**config.mk**
```make
export PLATFORM = sky130hd
export DESIGN_NAME = dcts_ram
export DESIGN_NICKNAME = d
export VERILOG_FILES = /design/src/dcts_ram.sv
export SDC_FILE = /design/constraint.sdc
export NUM_CORES = 1
export LEC_CHECK = 0
export BUFFER_PORTS_ARGS = -buffer_cell sky130_fd_sc_hd__buf_2
export CORE_AREA = 2 2 195 197
export DETAILED_ROUTE_END_ITERATION = 8
export DIE_AREA = 0 0 197 199
export HOLD_SLACK_MARGIN = 0.08
export PLACE_DENSITY = 0.81
export SYNTH_ARGS = -nofsm -noshare
export SYNTH_HDL_FRONTEND = slang
export SYNTH_SLANG_ARGS = --single-unit
```
**constraint.sdc**
```tcl
create_clock -name clock -period 2.7 [get_ports clock]
set_input_delay 0.405 -clock clock [delete_from_list [all_inputs] [get_ports clock]]
set_output_delay 0.405 -clock clock [all_outputs]
set_load 0.05 [all_outputs]
```
**src/dcts_ram.sv**
```systemverilog
module dcts_ram #(
   parameter int WIDTH = 8,
   parameter int DEPTH = 64
) (
   input  logic                             clock,
   input  logic                             wr_en,
   input  logic [$clog2(DEPTH > 1 ? DEPTH : 2)-1:0] wr_addr,
   input  logic [WIDTH-1:0]                 wr_data,
   input  logic [$clog2(DEPTH > 1 ? DEPTH : 2)-1:0] rd_addr,
   output logic [WIDTH-1:0]                 rd_data
);

   logic [WIDTH-1:0] mem_ff [DEPTH];

   always_ff @(posedge clock) begin
      if (wr_en) begin
         mem_ff[wr_addr] <= wr_data;
      end
      rd_data <= mem_ff[rd_addr];
   end

endmodule

```
== Word-level counts from Yosys, hierarchy flattened ==
Memory sizes are Yosys's and may differ from the RTL's. A register that Yosys moved wholly into a read port is not among the register bits.
Cells that the tools add are included.

* Multiplexer cells: 2

{| class="wikitable"
|+ Operators with widths
! cell !! number
|-
| $mux W1 || 2
|}

* Bits in registers: 0
* Memory bits (writable): 512
* Input bits: 22
* Output and inout bits: 8
* Memories: 1

{| class="wikitable"
|+ Memory list
! name !! words !! bits a word !! rd ports !! clocked after memory_dff !! write ports !! line !! RTL
|-
| mem_ff || 64 || 8 || 1 || 1 || 1 || 13 || <nowiki>logic [WIDTH-1:0] mem_ff [DEPTH];</nowiki>
|}

== Depth between registers and ports, before layout ==
Gate-level depths: netlist of the first run.

* Word-level depth: 2
* Depth in mapped cells: 9
* Gate-level depth less buffers: 5

== Worst setup path after synthesis of the first run ==
Ideal clock, no wire load.

* Kind: input port to flip-flop
* Start: in rd_addr[1] (netlist name)
* End: reg rd_data[3] (read register of mem_ff)
* Data arrival time: 1.945 ns
* Required time: 2.572 ns
* Path slack: 0.627 ns
* Cell stages on the path: 7
* Path buffers: 3
* Path through: buf_4 buf_2 buf_2 mux4_2 mux4_2 o21ai_1 o41ai_1

{| class="wikitable"
|+ RTL lines
! element !! line !! RTL
|-
| start: declaration || 9 || <nowiki>input logic [$clog2(DEPTH > 1 ? DEPTH : 2)-1:0] rd_addr,</nowiki>
|-
| end: declaration || 10 || <nowiki>output logic [WIDTH-1:0] rd_data</nowiki>
|}

==> results.toml, run 1 <==
[clock_tree]
cts_setup_buffers = 0
htree_levels = 2
cts_tree = "built"
clkLatencyLatePin_ns = 0.56
cts_buffer_depth = 3
cts_resized = 0
root_buffer = "clkbuf_16"
clkSinkCount = 520
clk_pin_slew_ns = 0.07
cts_buffers = 48
cts_hold_buf = 0

[min_path]
hold_depth = 3
whs_endpoint = "rd_data[1]"
holdCritPathClass = "input pin to flop"
hp-start = "rd_addr[5]"

[timing]
setup_tns_ns = 0
max_freq_mhz = 433
finalSetupViolCount = 0
layout_setup_ws_ns = 0.388
finalMaxSlewViolations = 0
tightest_slew_ns = 1.18
fin_worst_skew_ns = 0.0128
hold_viol_final = 0
fin_crit_ns = 2.31
rsz0062_at_grt = "false"
slew_headroom_pct = 21.4
min_period_over_period_pct = 85.6

[layout]
antenna_cells = 0
area_delta_synth_final_pct = 15.0
stdcell_area_mm2 = 0.0232
fillerInstances = 2359
drive_gt1_share_pct = 31.8
nets = 1101

[pwr]
switching_share_pct = 20.7
internal_power_mw = 13.3
power_switching_mw = 3.47
seq_power_share_pct = 53.4
fin_total_pwr_mw = 16.8
ir_drop_mv = 0.568
powerDensity_mw_per_mm2 = 724
p_leak_nw = 7.49
clock_power_share_pct = 41.1
power_frac_comb_pct = 5.5

[placement]
place_congestion = 0.817
dp_slack_ns = -0.0603
post-dp-hpwl_um = 28300
place_area_mm2 = 0.0216
port_buffers = 29

[die]
chipWidth_um = 197
core_region_area_mm2 = 0.0371
die_height_um = 199
start_util_pct = 54.3
row_count = 71
io_pins = 30
die-area_mm2 = 0.0392

[critical_path]
worstPathRequired_ns = 3.12
rr_endpoint = "rd_data[6]"
worstSetupPathType = "flop to flop"
cp_max_fo = 1
cp-end-kind = "flop"
cp-start-kind = "flop"
worstReg2RegStart = "mem_ff[21][6]"
regToRegSetupSlack_ns = 0.39
cp.arrival_ns = 2.74
rr_worst_depth = 5

[global_route]
grt_pass1_wl_um = 67400
grt_use_total_pct = 23.9
antenna_found_initial = 2
grt_max_degree = 65
grt_pass1_vias = 10400
grt_overflow_total = 0

[synthesis]
synth_fp_nets = 962
yosys_warnings = 0
netlist_area_mm2 = 0.0202
avgSynthCellArea_um2 = 21.5
synth.top_cells.by_count = "512 x edfxtp_1, 126 x mux4_2, 83 x nor2_1, 23 x mux2i_1, 19 x nand2_1"
synth-edff-count = 512
synth.distinct_cells = 40
synth_cells = 940
ys_top_cells_by_area = "edfxtp_1 76%, mux4_2 14%, nor2_1 1.5%"
synth-seq-cells = 520
yosys.cell_count.top_type = "edfxtp_1"
synth_top_flop_cell = "edfxtp_1"
synth-async-reset-ratio_pct = 0
synth_top_area_cell = "edfxtp_1"
ys_seq_area_share_pct = 77.0
yosysTopAreaCellShare_pct = 76.2

[run_status]
status = "completed"

[detailed_routing]
drtAntennaViolNets = 0
via_per_inst = 6.41
drtPass1Iterations = 6
totalWireLength_um = 45600
num_vias = 10200
wl_per_cell_um = 28.7
dr.first_iter.drc_count = 1392
drc_errors = 0

[flow_run]
cap_violations = 0
-- layout by cell type (no fill, tap or decap), types with 13 or more instances in the layout --
| cell type | Yosys | final |
|---|---|---|
| edfxtp_1 | 512 | 512 |
| nand3_1 | 13 | 13 |
| mux2i_1 | 23 | 23 |
| nand2_1 | 19 | 19 |
| mux2_2 | 13 | 13 |
| mux4_2 | 126 | 126 |
| buf_2 | 11 | 26 |
| clkbuf_16 | 0 | 49 |
| buf_4 | 13 | 102 |
| nor2b_1 | 14 | 14 |
| nor2_1 | 83 | 83 |
-- state kept, by name, summed over array words and instances (netlist names) --
register  flops
mem_ff      512
rd_data       8
-- metrics by stage --
step                util (%)  std cells  hold slack, ns
detailed placement      58.1       1503           0.861
global route            62.4       1591           0.303
floorplan                  -        940           0.504
global placement        58.1       1503           0.844
finish                  62.4       1591           0.310
CTS                     62.4       1591           0.275
-- worst max-delay path by stage --
stage,startpoint,cells past startpoint,slack [ns],end
floorplan,rd_addr[1],7,0.63,rd_data[3]
global placement,rd_addr[0],6,-0.007,rd_data[7]
detailed placement,rd_addr[0],6,-0.06,rd_data[7]
CTS,mem_ff[21][6],5,0.44,rd_data[6]
global route,mem_ff[21][6],5,0.37,rd_data[6]
finish,mem_ff[21][6],5,0.39,rd_data[6]
-- area by class of cell --
cell class	count	area [um^2]	share of cell area [%]
well taps	474	593	2.56
clock buffers	55	1270	5.47
repair buffers	140	1130	4.87
flip-flops and latches	520	15500	67.0
clock inverters	33	344	1.48
multi-input cells	369	4320	18.6
-- power groups by stage --
stage | registers, mW | logic [mW] | clock network, mW
2_1_floorplan | 9.17 | 0.476 | 0
3_3_place_gp | 9.13 | 0.888 | 0
3_5_place_dp | 9.13 | 0.917 | 0
4_1_cts | 8.96 | 0.926 | 6.97
5_1_grt | 8.96 | 0.974 | 7.26
6_report | 8.96 | 0.931 | 6.90
-- cells by family (layout without fill, tap and decap cells) --
family / count (synthesis) / in the layout / share of synthesized area, %
buf+inv: 51 / 228 / 1.57
mux: 162 / 162 / 15.9
flops: 520 / 520 / 77.0
compound gates: 54 / 54 / 2.07
simple gates: 153 / 153 / 3.39
-- routing by layer --
layer	wire, um	global-route usage (%)	up-vias
li1	-	-	4204
met1	16600	31.5	5228
met2	23000	40.3	663
met3	4660	4.90	99
met4	1400	7.91	4
met5	21	0	-
-- critical path: stages (launching register included) --
cell and delay [ns]:
edfxtp_1 0.38, mux4_2 0.49, mux2_2 0.28, o221a_2 0.26
nor3_1 0.59, o32ai_1 0.17
Note: power is estimated with default switching activity, not from simulation.
==> run 2, diff against run 1 <==
- MAX_ROUTING_LAYER: unset -> met4
==> run 2 against run 1 <==
Sequential cell count did not move. Highest routed layer is now met4. Critical path depth did not move. Sequential share of layout area barely moved. Worst hold slack improved by 0.0063 ns.
==> results.toml, run 2 (synthesized netlist as in run 1, its figures left out) <==
[clock_tree]
cts_hold_buf = 0
cts_tree = "built"
root_buffer = "clkbuf_16"
cts_resized = 0
htree_levels = 2
clkLatencyLatePin_ns = 0.56
cts_buffers = 48
cts_setup_buffers = 0
clk_pin_slew_ns = 0.07
clkSinkCount = 520
cts_buffer_depth = 3

[pwr]
seq_power_share_pct = 53.4
power_switching_mw = 3.45
p_leak_nw = 7.49
power_frac_comb_pct = 5.5
fin_total_pwr_mw = 16.8
ir_drop_mv = 0.565
powerDensity_mw_per_mm2 = 724
clock_power_share_pct = 41.1
internal_power_mw = 13.3
switching_share_pct = 20.6

[critical_path]
cp_max_fo = 1
cp-start-kind = "flop"
cp-end-kind = "flop"
worstPathRequired_ns = 3.13
cp.arrival_ns = 2.74
rr_worst_depth = 5
worstSetupPathType = "flop to flop"

[global_route]
grt_pass1_wl_um = 67400
gr-usage-met1_pct = 31.8
use_met2_pct = 40.8
grt_pass1_vias = 10300
antenna_found_initial = 2
grt_max_degree = 65
grt_overflow_total = 0
grt_use_total_pct = 24.6
met3_usage_pct = 4.31
gr-max-usage-layer = "met2"

[timing]
hold_viol_final = 0
finalSetupViolCount = 0
rsz0062_at_grt = "false"
fin_worst_skew_ns = 0.0115
tightest_slew_ns = 1.15
max_freq_mhz = 431
fin_crit_ns = 2.32
setup_tns_ns = 0
min_period_over_period_pct = 85.9
holdWs_ns = 0.317
slew_headroom_pct = 23.1
finalMaxSlewViolations = 0

[detailed_routing]
drtAntennaViolNets = 0
totalWireLength_um = 45500
drc_errors = 0
via_per_inst = 6.39
dr.first_iter.drc_count = 1484
drtPass1Iterations = 5
wl_per_cell_um = 28.6
num_vias = 10200

[die]
chipWidth_um = 197
die-area_mm2 = 0.0392
io_pins = 30
die_height_um = 199
core_region_area_mm2 = 0.0371
row_count = 71
start_util_pct = 54.3

[layout]
stdcell_area_mm2 = 0.0232
drive_gt1_share_pct = 31.8
mostFrequentLayoutCells = "512 x edfxtp_1, 126 x mux4_2, 102 x buf_4, 83 x nor2_1, 49 x clkbuf_16"
largest_register_ffs = 512
reg_top3 = "mem_ff (512), rd_data (8)"
area_delta_synth_final_pct = 15.0
regMostFlops = "mem_ff"
final_common_cell = "edfxtp_1"
nets = 1101
finalNonFillerCells = 1593

[placement]
place_area_mm2 = 0.0216
post-dp-hpwl_um = 28300
port_buffers = 29
dp_cells = 1503
place_congestion = 0.831

[min_path]
holdCritPathClass = "input pin to flop"
hold_depth = 3

[run_status]
status = "completed"

[flow_run]
cap_violations = 0
[run 2: stage by stage]
stage / utilization (%) / setup WS (ns)
finish: 62.5 / 0.382
global route: 62.5 / 0.429
CTS: 62.4 / 0.441
detailed placement: 58.1 / -0.0603
global placement: 58.1 / -0.00674
floorplan: - / 0.627
[run 2: critical path, cell delays in order, from the launching register on]
cell,delay (ns)
edfxtp_1,0.37
mux4_2,0.48
mux2_2,0.27
o221a_2,0.26
nor3_1,0.61
o32ai_1,0.17
[run 2: final timing paths]
kind / from / to / slack (ns)
hold reg to reg: mem_ff[30][6] / rd_data[6] / 0.87
hold / removal: rd_addr[5] / rd_data[1] / 0.32
setup / recovery: mem_ff[21][6] / rd_data[6] / 0.38
setup reg to reg: mem_ff[21][6] / rd_data[6] / 0.38
[run 2: power groups by stage]
stage	Sequential, mW	Clock, mW	Combinational [mW]
floorplan	9.17	0	0.476
global placement	9.13	0	0.888
detailed placement	9.13	0	0.917
CTS	8.96	6.97	0.926
global route	8.96	7.27	0.973
finish	8.96	6.89	0.928
[run 2: layout make-up]
cell class                 instances  area, um^2
timing repair buffer             140        1130
multi-input combinational        369        4320
sequential                       520       15500
clock buffer                      55        1270
tap                              474         593
fill                            2358       13900
antenna                            2        5.00
clock inverter                    33         344
[run 2: layer usage]
layer  part of all wire [%]  up-vias
li1                       -     4211
met1                     37     5270
met2                     51      604
met3                    8.8       95
met4                    2.9        0
met5                      0        -
