`src/dcts_pkg.sv`:
```
package dcts_pkg;

   localparam int MAX_TASKS_DEFAULT = 64;
   localparam int CNT_W  = 7;
   localparam int WAIT_W = 6;

   localparam logic [2:0] OP_SPAWN    = 3'd0;
   localparam logic [2:0] OP_DISPATCH = 3'd1;
   localparam logic [2:0] OP_COMPLETE = 3'd2;
   localparam logic [2:0] OP_CANCEL   = 3'd3;
   localparam logic [2:0] OP_RELEASE  = 3'd4;
   localparam logic [2:0] OP_QUERY    = 3'd5;

   localparam logic [2:0] STS_OK         = 3'd0;
   localparam logic [2:0] STS_DRAINED    = 3'd1;
   localparam logic [2:0] STS_FULL       = 3'd2;
   localparam logic [2:0] STS_EMPTY      = 3'd3;
   localparam logic [2:0] STS_RELEASED   = 3'd4;
   localparam logic [2:0] STS_BAD_COMPLT = 3'd5;

   localparam logic [1:0] TS_ADMITTED  = 2'd0;
   localparam logic [1:0] TS_SUCCEEDED = 2'd1;
   localparam logic [1:0] TS_FAILED    = 2'd2;
   localparam logic [1:0] TS_CANCELED  = 2'd3;

   typedef struct packed {
      logic [2:0]  op;
      logic [63:0] dep_mask;
      logic [5:0]  task_id;
      logic        task_failed;
   } req_word_type;

   typedef struct packed {
      logic [2:0]       status;
      logic [5:0]       handle;
      logic             must_run;
      logic [1:0]       task_state;
      logic [5:0]       readied;
      logic [CNT_W-1:0] outstanding;
      logic             all_done;
      logic [CNT_W-1:0] admitted_total;
      logic [CNT_W-1:0] succeeded_total;
      logic [CNT_W-1:0] failed_total;
      logic [CNT_W-1:0] canceled_total;
   } rsp_word_type;

   // Per-task record kept in the task memory.
   typedef struct packed {
      logic [1:0]        st;
      logic              mark;
      logic              inflight;
      logic [WAIT_W-1:0] waits;
   } task_word_type;

   // Verdicts of the shared task-record unit.
   typedef struct packed {
      logic dep_pending;
      logic dep_bad;
      logic now_ready;
   } word_flags_type;

   typedef enum logic [4:0] {
      S_IDLE, S_SP_INIT, S_SP_RD, S_SP_WR, S_SP_FIN,
      S_DS_RD, S_DS_TK, S_DS_DEC, S_CP_RD, S_CP_DEC,
      S_RS_ROW, S_RS_LATCH, S_RS_RD, S_RS_WR, S_RS_END,
      S_QY_RD, S_QY_GET, S_DONE
   } state_type;

endpackage

```
`src/dcts_word_unit.sv`:
```
module dcts_word_unit (
   input  dcts_pkg::task_word_type  word_i,
   input  logic                     poison_i,
   output dcts_pkg::task_word_type  resolved_o,
   output dcts_pkg::word_flags_type flags_o
);
   import dcts_pkg::*;

   // One record is judged per cycle, both as a dependency at spawn and as a
   // dependent at resolution.
   always_comb begin
      resolved_o      = word_i;
      flags_o.now_ready = 1'b0;
      if (poison_i) begin
         resolved_o.mark = 1'b1;
      end
      if (word_i.waits != '0) begin
         resolved_o.waits = word_i.waits - WAIT_W'(1);
         flags_o.now_ready = (word_i.waits == WAIT_W'(1));
      end
      flags_o.dep_pending = (word_i.st == TS_ADMITTED);
      flags_o.dep_bad     = (word_i.st != TS_ADMITTED) && (word_i.st != TS_SUCCEEDED);
   end

endmodule

```
`config.mk`:
```
export PLATFORM = sky130hd
export DESIGN_NAME = dcts_word_unit
export DESIGN_NICKNAME = d
export VERILOG_FILES = /design/src/dcts_pkg.sv /design/src/dcts_word_unit.sv
export SDC_FILE = /design/constraint.sdc
export NUM_CORES = 1
export LEC_CHECK = 0
export ABC_CLOCK_PERIOD_IN_PS = 2900
export BUFFER_PORTS_ARGS = -buffer_cell sky130_fd_sc_hd__buf_2
export CAP_MARGIN = 20
export CORE_AREA = 4 4 41 43
export DETAILED_ROUTE_END_ITERATION = 7
export DIE_AREA = 0 0 45 47
export PLACE_DENSITY_LB_ADDON = 0.2
export SYNTH_ARGS = -nofsm -noshare
export SYNTH_HDL_FRONTEND = slang
export SYNTH_SLANG_ARGS = --single-unit
```
`constraint.sdc`:
```
create_clock -name vclk -period 2.9
set_clock_uncertainty 0.05 [all_clocks]
set_input_delay 0.29 -clock vclk [all_inputs]
set_output_delay 0.29 -clock vclk [all_outputs]
set_load 0.01 [all_outputs]
```
**Word level (Yosys, flattened, before mapping)**

Cells that the tools add are included.

- Flip-flop bits (word level): 0
- Input port bits: 11
- Output and inout port bits: 13
- Word-level logic and storage cells: 10

- Add/subtract/negate cells: 1
- Eq/ne operators: 2
- Mux-type cells: 3
- Reductions and logical operators: 4

Operators with widths:

| operator | number |
|---|---|
| == test 6 x 1 -> 1 bit, second input constant | 1 |
| 2-to-1 mux 6 bit | 1 |
| nonzero test 6 bit | 1 |
| subtractor 6 x 1 -> 6 bit, second input constant | 1 |
| logical NOT 2 bit | 1 |
| 2-to-1 mux 1 bit | 2 |
| inequality test 2 x 1 -> 1 bit, second input constant | 1 |
| nonzero test 2 bit | 1 |
| logical AND 1 bit | 1 |

**Logic depth before layout (Yosys ltp)**

Gate-level depths: netlist of the first run.

- Word-level depth: 2
- Depth in mapped cells: 5
- Gate-level depth less buffers: 5

**Least setup slack after synthesis of the first run**

OpenSTA, ideal clock, no wires.

- Path type: in2out
- From: input port word_i[1] (netlist name)
- To: output port resolved_o[1] (netlist name)
- Data arrival time: 1301 ps
- Data required time: 2560 ps
- Path slack: 1259 ps
- Stages on the path: 5
- Path buffers: 0
- Cells stage by stage: inv_1 -> ha_1 -> nor3b_2 -> nor3b_4 -> mux2i_1

RTL lines:

| what | line | RTL |
|---|---|---|
| from (decl) | dcts_word_unit.sv:2 | `input dcts_pkg::task_word_type word_i,` |
| to (decl) | dcts_word_unit.sv:4 | `output dcts_pkg::task_word_type resolved_o,` |

==> results of run 1 <==
cells in the mapped netlist:
master / instances
or2_2: 1
inv_1: 2
nor3b_4: 1
or3_1: 1
nor2_1: 4
nor3_1: 1
mux2_2: 1
mux2i_1: 1
nand3_1: 1
nor3b_1: 1
xnor2_1: 3
nor3_2: 1
ha_1: 3
clkbuf_1: 1
and3_1: 1
nor3b_2: 1
buf_4: 3
a21o_1: 1
critical path, cell delays in order:
cell	delay, ps
buf_2	110
inv_1	120
ha_1	190
nor3b_2	190
nor3b_4	300
mux2i_1	200
buf_2	140
where the power goes:
part	switching (mW)	internal [mW]	total, mW
Combinational	0.0226	0.0203	0.0429
Clock	0	0	0
Sequential	0	0	0
Total	0.0226	0.0203	0.0429
per-layer routing:
metal	up-vias	track usage	wire, um
li1	129	-	-
met1	90	0.07416	302
met2	14	0.09040	207
met3	0	0.01149	78
met4	0	0	0
met5	-	0	0
layout make-up:
class / instances / area [um2] / share of cell area
Inverter: 2 / 7.507 / 0.02335
Multi-Input combinational cell: 22 / 185.2 / 0.5759
Tap cell: 15 / 18.77 / 0.05837
Timing Repair Buffer: 22 / 110.1 / 0.3424
cells by family after synthesis:
kind of cell	count (synthesis)	share of synthesized area
AND/OR/NAND/NOR	13	0.4229
buffers and inverters	6	0.1543
XOR/XNOR	3	0.1200
adder cells (fa/ha/maj)	3	0.1714
multiplexers	2	0.09714
AO/OA/AOI/OAI	1	0.03430
through the flow:
stage,cells,power (mW)
6_report,61,0.04293
5_1_grt,61,0.04778
4_1_cts,61,0.04384
3_5_place_dp,61,0.04360
3_3_place_gp,61,0.04341
2_1_floorplan,28,0.02413
worst min-delay path by stage:
stage / startpoint / endpoint / slack [ps] / cells after the start
global route: word_i[6] / resolved_o[6] / 530 / 0
finish: word_i[6] / resolved_o[6] / 530 / 0
detailed placement: word_i[6] / resolved_o[6] / 530 / 0
floorplan: word_i[8] / flags_o[2] / 570 / 1
CTS: word_i[6] / resolved_o[6] / 530 / 0
global placement: word_i[6] / resolved_o[6] / 530 / 0
==> results_dict.tcl, run 1 <==
set metrics [dict create \
    place_congestion 0.6135 \
    grt_overflow_total 0 \
    yosys.area.top_type_share 0.1714 \
    power_density_nw_per_um2 133.5 \
    grt_pass1_wl_um 924 \
    post_dp_cell_area_um2 321.6 \
    critPathCaptureType "output pin" \
    postCtsSetupRepairBufs 0 \
    synth_area_leaders "ha_1 (17%), xnor2_1 (12%), buf_4 (10%)" \
    n_antenna_cell 0 \
    vias_per_cell 3.820 \
    worst_pin_slew_ps 249.2 \
    antenna_found_initial 0 \
    drv_cap 0 \
    clock_buffers 0 \
    pre_cts_ws_ps 1008 \
    num_rows 13 \
    crit_start "word_i[1]" \
    grt_setup_unrepaired "false" \
    first_iter_violations 1 \
    hold_viol 0 \
    wl_per_cell_um 9.639 \
    synth_area_per_cell_um2 7.820 \
    outcome "finished, final reports clean" \
    vias 233 \
    total_leakage_power_nw 0.1731 \
    ctsResizeCount 0 \
    dp_hpwl_um 527.2 \
    required_ps 2560 \
    fp.dieH_um 47 \
    arrival_ps 1540 \
    dr.pass1.iters 2 \
    syn2layout_area_growth_pct 46.86 \
    syn-instance-count 28 \
    ff_latch_area_um2 0 \
    hp-class "in2out" \
    layout_setup_ws_ps 1015 \
    yosysSeqAreaShare 0 \
    fp.dieW_um 45 \
    ctsHoldBuffers 0 \
    top_level_ports 24 \
    core_area_um2 1301 \
    fin_crit_ps 1885 \
    yosysTopAreaCell "ha_1" \
    ir_drop_mv 0.03436 \
    initial_core_util 0.1683 \
    fillers 156 \
    slew_headroom 0.8337 \
    syn_nets 42 \
    slew_viol_final 0 \
    fin_nets 62 \
    worst_hold_slack_ps 530.0 \
    drive_above_1_share 0.5870 \
    tns_ps 0 \
    grt_pass1_vias 222 \
    wl_um 588 \
    postRouteAntennaNets 0 \
    synth_cell_types 18 \
    grt_usage 0.05350 \
    max_freq_ghz 0.5306 \
    final_area_um2 321.6 \
    crit_fanout 5 \
    path_class "in2out" \
    fin_crit_sh 0.6498 \
    grt_max_degree 6 \
    io_buffers 22 \
    final_util 0.2471 \
    layout.cells.most_common_list "buf_2 (22), nor2_1 (4), xnor2_1 (3), ha_1 (3), inv_1 (2)" \
    crit_path_end "resolved_o[1]" \
    seq_cell_count 0 \
    drc_errors 0 \
    crit_path_start_kind "input port" \
    finalSetupViolCount 0 \
    dieArea_um2 2115 \
    yosysWarnings 0 \
    final_common_cell "buf_2" \
    syn_area_um2 219.0 \
]
No activity file was read; power rests on OpenSTA's default activity.
==> run 2, diff against run 1 <==
--- a/config.mk
+++ b/config.mk
@@ -5,7 +5,7 @@
 export SDC_FILE = /design/constraint.sdc
 export NUM_CORES = 1
 export LEC_CHECK = 0
-export ABC_CLOCK_PERIOD_IN_PS = 2900
+export ABC_CLOCK_PERIOD_IN_PS = 1700
 export BUFFER_PORTS_ARGS = -buffer_cell sky130_fd_sc_hd__buf_2
 export CAP_MARGIN = 20
 export CORE_AREA = 4 4 41 43
==> constraint.sdc (replaced) <==
create_clock -name vclk -period 1.7
set_clock_uncertainty 0.05 [all_clocks]
set_input_delay 0.17 -clock vclk [all_inputs]
set_output_delay 0.17 -clock vclk [all_outputs]
set_load 0.01 [all_outputs]
==> results_dict.tcl, run 2 (synthesis results as in run 1) <==
set metrics [dict create \
    min_from "word_i[6]" \
    fin_nets 65 \
    io_buffers 22 \
    dr.pass1.iters 2 \
    vias 243 \
    drc_errors 0 \
    num_rows 13 \
    core_area_um2 1301 \
    grt_max_degree 6 \
    outcome "finished, final reports clean" \
    grtUsageMet1 0.07191 \
    place_inst 64 \
    max_freq_ghz 0.6393 \
    fin_crit_ps 1564 \
    place_congestion 0.6157 \
    fp.dieW_um 45 \
    final_cells 64 \
    grt_usage 0.05350 \
    final_util 0.2644 \
    top_usage_layer "met2" \
    post_dp_cell_area_um2 344.1 \
    top_level_ports 24 \
    grt_pass1_wl_um 917 \
    seq_cell_count 0 \
    first_iter_violations 3 \
    grt_util_met3 0.007663 \
    drv_cap 0 \
    postRouteAntennaNets 0 \
    syn2layout_area_growth_pct 57.14 \
    hold_end "resolved_o[6]" \
    n_antenna_cell 0 \
    layout.cells.most_common_list "buf_2 (22), nor2_1 (4), xnor2_1 (3), ha_1 (3), buf_4 (3)" \
    antenna_found_initial 0 \
    multi_input_area_um2 185.2 \
    final_common_cell "buf_2" \
    crit_path_start_kind "input port" \
    grt_pass1_vias 223 \
    drive_above_1_share 0.6122 \
    finalPower_mw 0.07636 \
    ir_drop_mv 0.07599 \
    postCtsSetupRepairBufs 0 \
    fillers 157 \
    path_class "in2out" \
    crit_fanout 3 \
    finalSetupViolCount 0 \
    hold_viol 0 \
    initial_core_util 0.1683 \
    hp-class "in2out" \
    vias_per_cell 3.797 \
    tns_ps 0 \
    critPathCaptureType "output pin" \
    ctsHoldBuffers 0 \
    fin_crit_sh 0.9202 \
    slew_headroom 0.8454 \
    wl_um 573 \
    required_ps 1480 \
    slew_viol_final 0 \
    grt_setup_unrepaired "false" \
    worst_pin_slew_ps 231.5 \
    grt_use_met2 0.09605 \
    final_area_um2 344.1 \
    grt_overflow_total 0 \
    power_density_nw_per_um2 221.9 \
    ff_latch_area_um2 0 \
    wl_per_cell_um 8.953 \
    total_leakage_power_nw 0.1881 \
    hold_depth 0 \
    fp.dieH_um 47 \
    arrival_ps 1340 \
    clock_buffers 0 \
    ctsResizeCount 0 \
    dieArea_um2 2115 \
]
run 2: cell count changes in the layout (fill, tap and decap cells not counted), sizes merged:
cell / before / now
buf: 22 / 25
run 2: how the worst max path moves through the flow:
stage	start	endpoint	slack [ps]	cells after the start
global route	word_i[0]	resolved_o[1]	7	7
global placement	word_i[0]	resolved_o[1]	130	7
finish	word_i[0]	resolved_o[1]	140	7
CTS	word_i[0]	resolved_o[1]	120	7
detailed placement	word_i[0]	resolved_o[1]	130	7
floorplan	word_i[1]	resolved_o[1]	300	5
run 2: critical path, stage by stage:
cell and delay, ps:
buf_2 100, inv_1 90, ha_1 170, nor3b_2 190
nor3b_4 280, mux2i_1 200, buf_2 140
run 2: metrics by stage:
| step | hold slack (ps) | setup WS, ps |
|---|---|---|
| final | 290.0 | 135.7 |
| after global routing | 290.0 | 7.166 |
| after CTS | 290.1 | 116.0 |
| after detailed placement | 290.1 | 130.9 |
| after global placement | 290.1 | 130.0 |
| after floorplan | 332.9 | 299.4 |
run 2: cell type report:
| class | count | area share |
|---|---|---|
| timing repair buffer | 25 | 0.3855 |
| multi-input combinational | 22 | 0.5382 |
| tap | 15 | 0.05455 |
| inverter | 2 | 0.02182 |
run 2: routing by layer:
layer	up-vias	wire, um
met1	95	290
li1	134	-
met3	0	77
met5	-	0
met4	0	0
met2	14	205
run 2: report_power, final:
group | internal (mW) | total, mW | switching (mW)
combinational | 0.0377 | 0.0764 | 0.0387
sequential | 0 | 0 | 0
clock | 0 | 0 | 0
total | 0.0377 | 0.0764 | 0.0387
==> run 3, diff against run 2 <==
--- a/config.mk
+++ b/config.mk
@@ -5,13 +5,12 @@
 export SDC_FILE = /design/constraint.sdc
 export NUM_CORES = 1
 export LEC_CHECK = 0
-export ABC_CLOCK_PERIOD_IN_PS = 1700
+export ABC_CLOCK_PERIOD_IN_PS = 1600
 export BUFFER_PORTS_ARGS = -buffer_cell sky130_fd_sc_hd__buf_2
 export CAP_MARGIN = 20
 export CORE_AREA = 4 4 41 43
 export DETAILED_ROUTE_END_ITERATION = 7
 export DIE_AREA = 0 0 45 47
-export PLACE_DENSITY_LB_ADDON = 0.2
 export SYNTH_ARGS = -nofsm -noshare
 export SYNTH_HDL_FRONTEND = slang
 export SYNTH_SLANG_ARGS = --single-unit
==> constraint.sdc (replaced) <==
create_clock -name vclk -period 1.6
set_clock_uncertainty 0.05 [all_clocks]
set_input_delay 0.16 -clock vclk [all_inputs]
set_output_delay 0.16 -clock vclk [all_outputs]
set_load 0.01 [all_outputs]
==> results_dict.tcl, run 3 (synthesis results as in run 1) <==
set metrics [dict create \
    outcome "finished, final reports clean" \
    fin_nets 67 \
    critPathCaptureType "output pin" \
    core_area_um2 1301 \
    slew_headroom 0.8440 \
    wl_um 691 \
    dieArea_um2 2115 \
    wl_per_cell_um 10.47 \
    grt_overflow_total 0 \
    n_antenna_cell 0 \
    grt_pass1_wl_um 972 \
    place_inst 65 \
    fin_crit_ps 1537 \
    grt_setup_unrepaired "false" \
    arrival_ps 1330 \
    path_class "in2out" \
    vias 267 \
    ff_latch_area_um2 0 \
    antenna_found_initial 0 \
    ir_drop_mv 0.05684 \
    hp-class "in2out" \
    drv_cap 0 \
    multi_input_area_um2 203.9 \
    first_iter_violations 1 \
    fillers 154 \
    tns_ps 0 \
    final_common_cell "buf_2" \
    grt_pass1_vias 243 \
    dp_hpwl_um 564.1 \
    clock_buffers 0 \
    num_rows 13 \
    finalSetupViolCount 0 \
    hold_viol 0 \
    drc_errors 0 \
    ctsHoldBuffers 0 \
    drive_above_1_share 0.6863 \
    path_cells "buf_2, inv_2, ha_4, nor3b_4, nor3b_4, buf_4, xnor2_1, buf_2" \
    slowest_stage "nor3b_4" \
    worst_pin_slew_ps 233.5 \
    io_buffers 22 \
    grt_usage 0.05744 \
    slew_viol_final 0 \
    syn2layout_area_growth_pct 72.57 \
    fp.dieW_um 45 \
    postRouteAntennaNets 0 \
    dr.pass1.iters 2 \
    final_cells 66 \
    max_freq_ghz 0.6504 \
    initial_core_util 0.1683 \
    layout.cells.most_common_list "buf_2 (22), buf_4 (5), nor2_1 (4), xnor2_1 (3)" \
    fp.dieH_um 47 \
    place_congestion 0.6242 \
    crit_fanout 3 \
    seq_cell_count 0 \
    top_level_ports 24 \
    max_stage_delay_ps 270 \
    vias_per_cell 4.045 \
    required_ps 1390 \
    total_leakage_power_nw 0.1999 \
    power_density_nw_per_um2 240.4 \
    fin_crit_sh 0.9609 \
    grt_max_degree 6 \
    crit_path_start_kind "input port" \
]
run 3: changes by cell type in the layout (fill, tap and decap cells not counted), sizes merged:
cell,delta
buf,+2
run 3: repair_timing:
item,in CTS,in global routing
endpoints found under the setup margin,0,1
buffers inserted,0,1
gates resized for setup,0,5
run 3: layout make-up:
| type | count | share of cell area |
|---|---|---|
| inverters | 2 | 0.01987 |
| multi-input cells | 22 | 0.5397 |
| well taps | 15 | 0.04967 |
| repair buffers | 27 | 0.3907 |
run 3: path summary, 6_finish.rpt:
kind  depth (start not counted)  startpoint             to
max                           8   word_i[0]  resolved_o[0]
min                           0   word_i[6]  resolved_o[6]
run 3: critical path: cells and delay by family:
family	cells	cell delay (ps)
XOR/XNOR	1	90
buffers and inverters	4	480
AND/OR/NAND/NOR	2	450
adder cells (fa/ha/maj)	1	140
run 3: stage by stage:
step	instance area, um2	hold slack [ps]	setup WS (ps)	power, mW	utilization
after floorplan	219.0	312.9	219.4	0.04374	-
after global placement	351.6	270.1	71.97	0.08370	0.2702
after detailed placement	351.6	270.1	26.42	0.08454	0.2702
after CTS	351.6	270.1	13.43	0.08493	0.2702
after global routing	377.9	270.1	12.98	0.1000	0.2904
final	377.9	270.0	62.57	0.09083	0.2904
run 3: layer usage:
metal  share of wire  track usage  routed length (um)  vias to the layer above
li1                -            -                   -                      137
met1            0.39      0.07640                 271                      120
met4               0            0                   0                        0
met3           0.081            0                  56                        0
met2            0.53       0.1102                 363                       10
met5               0            0                   0                        -
run 3: where the power goes:
group	internal (mW)	total, mW	switching (mW)
clock	0	0	0
combinational	0.0449	0.0908	0.0459
sequential	0	0	0
total	0.0449	0.0908	0.0459
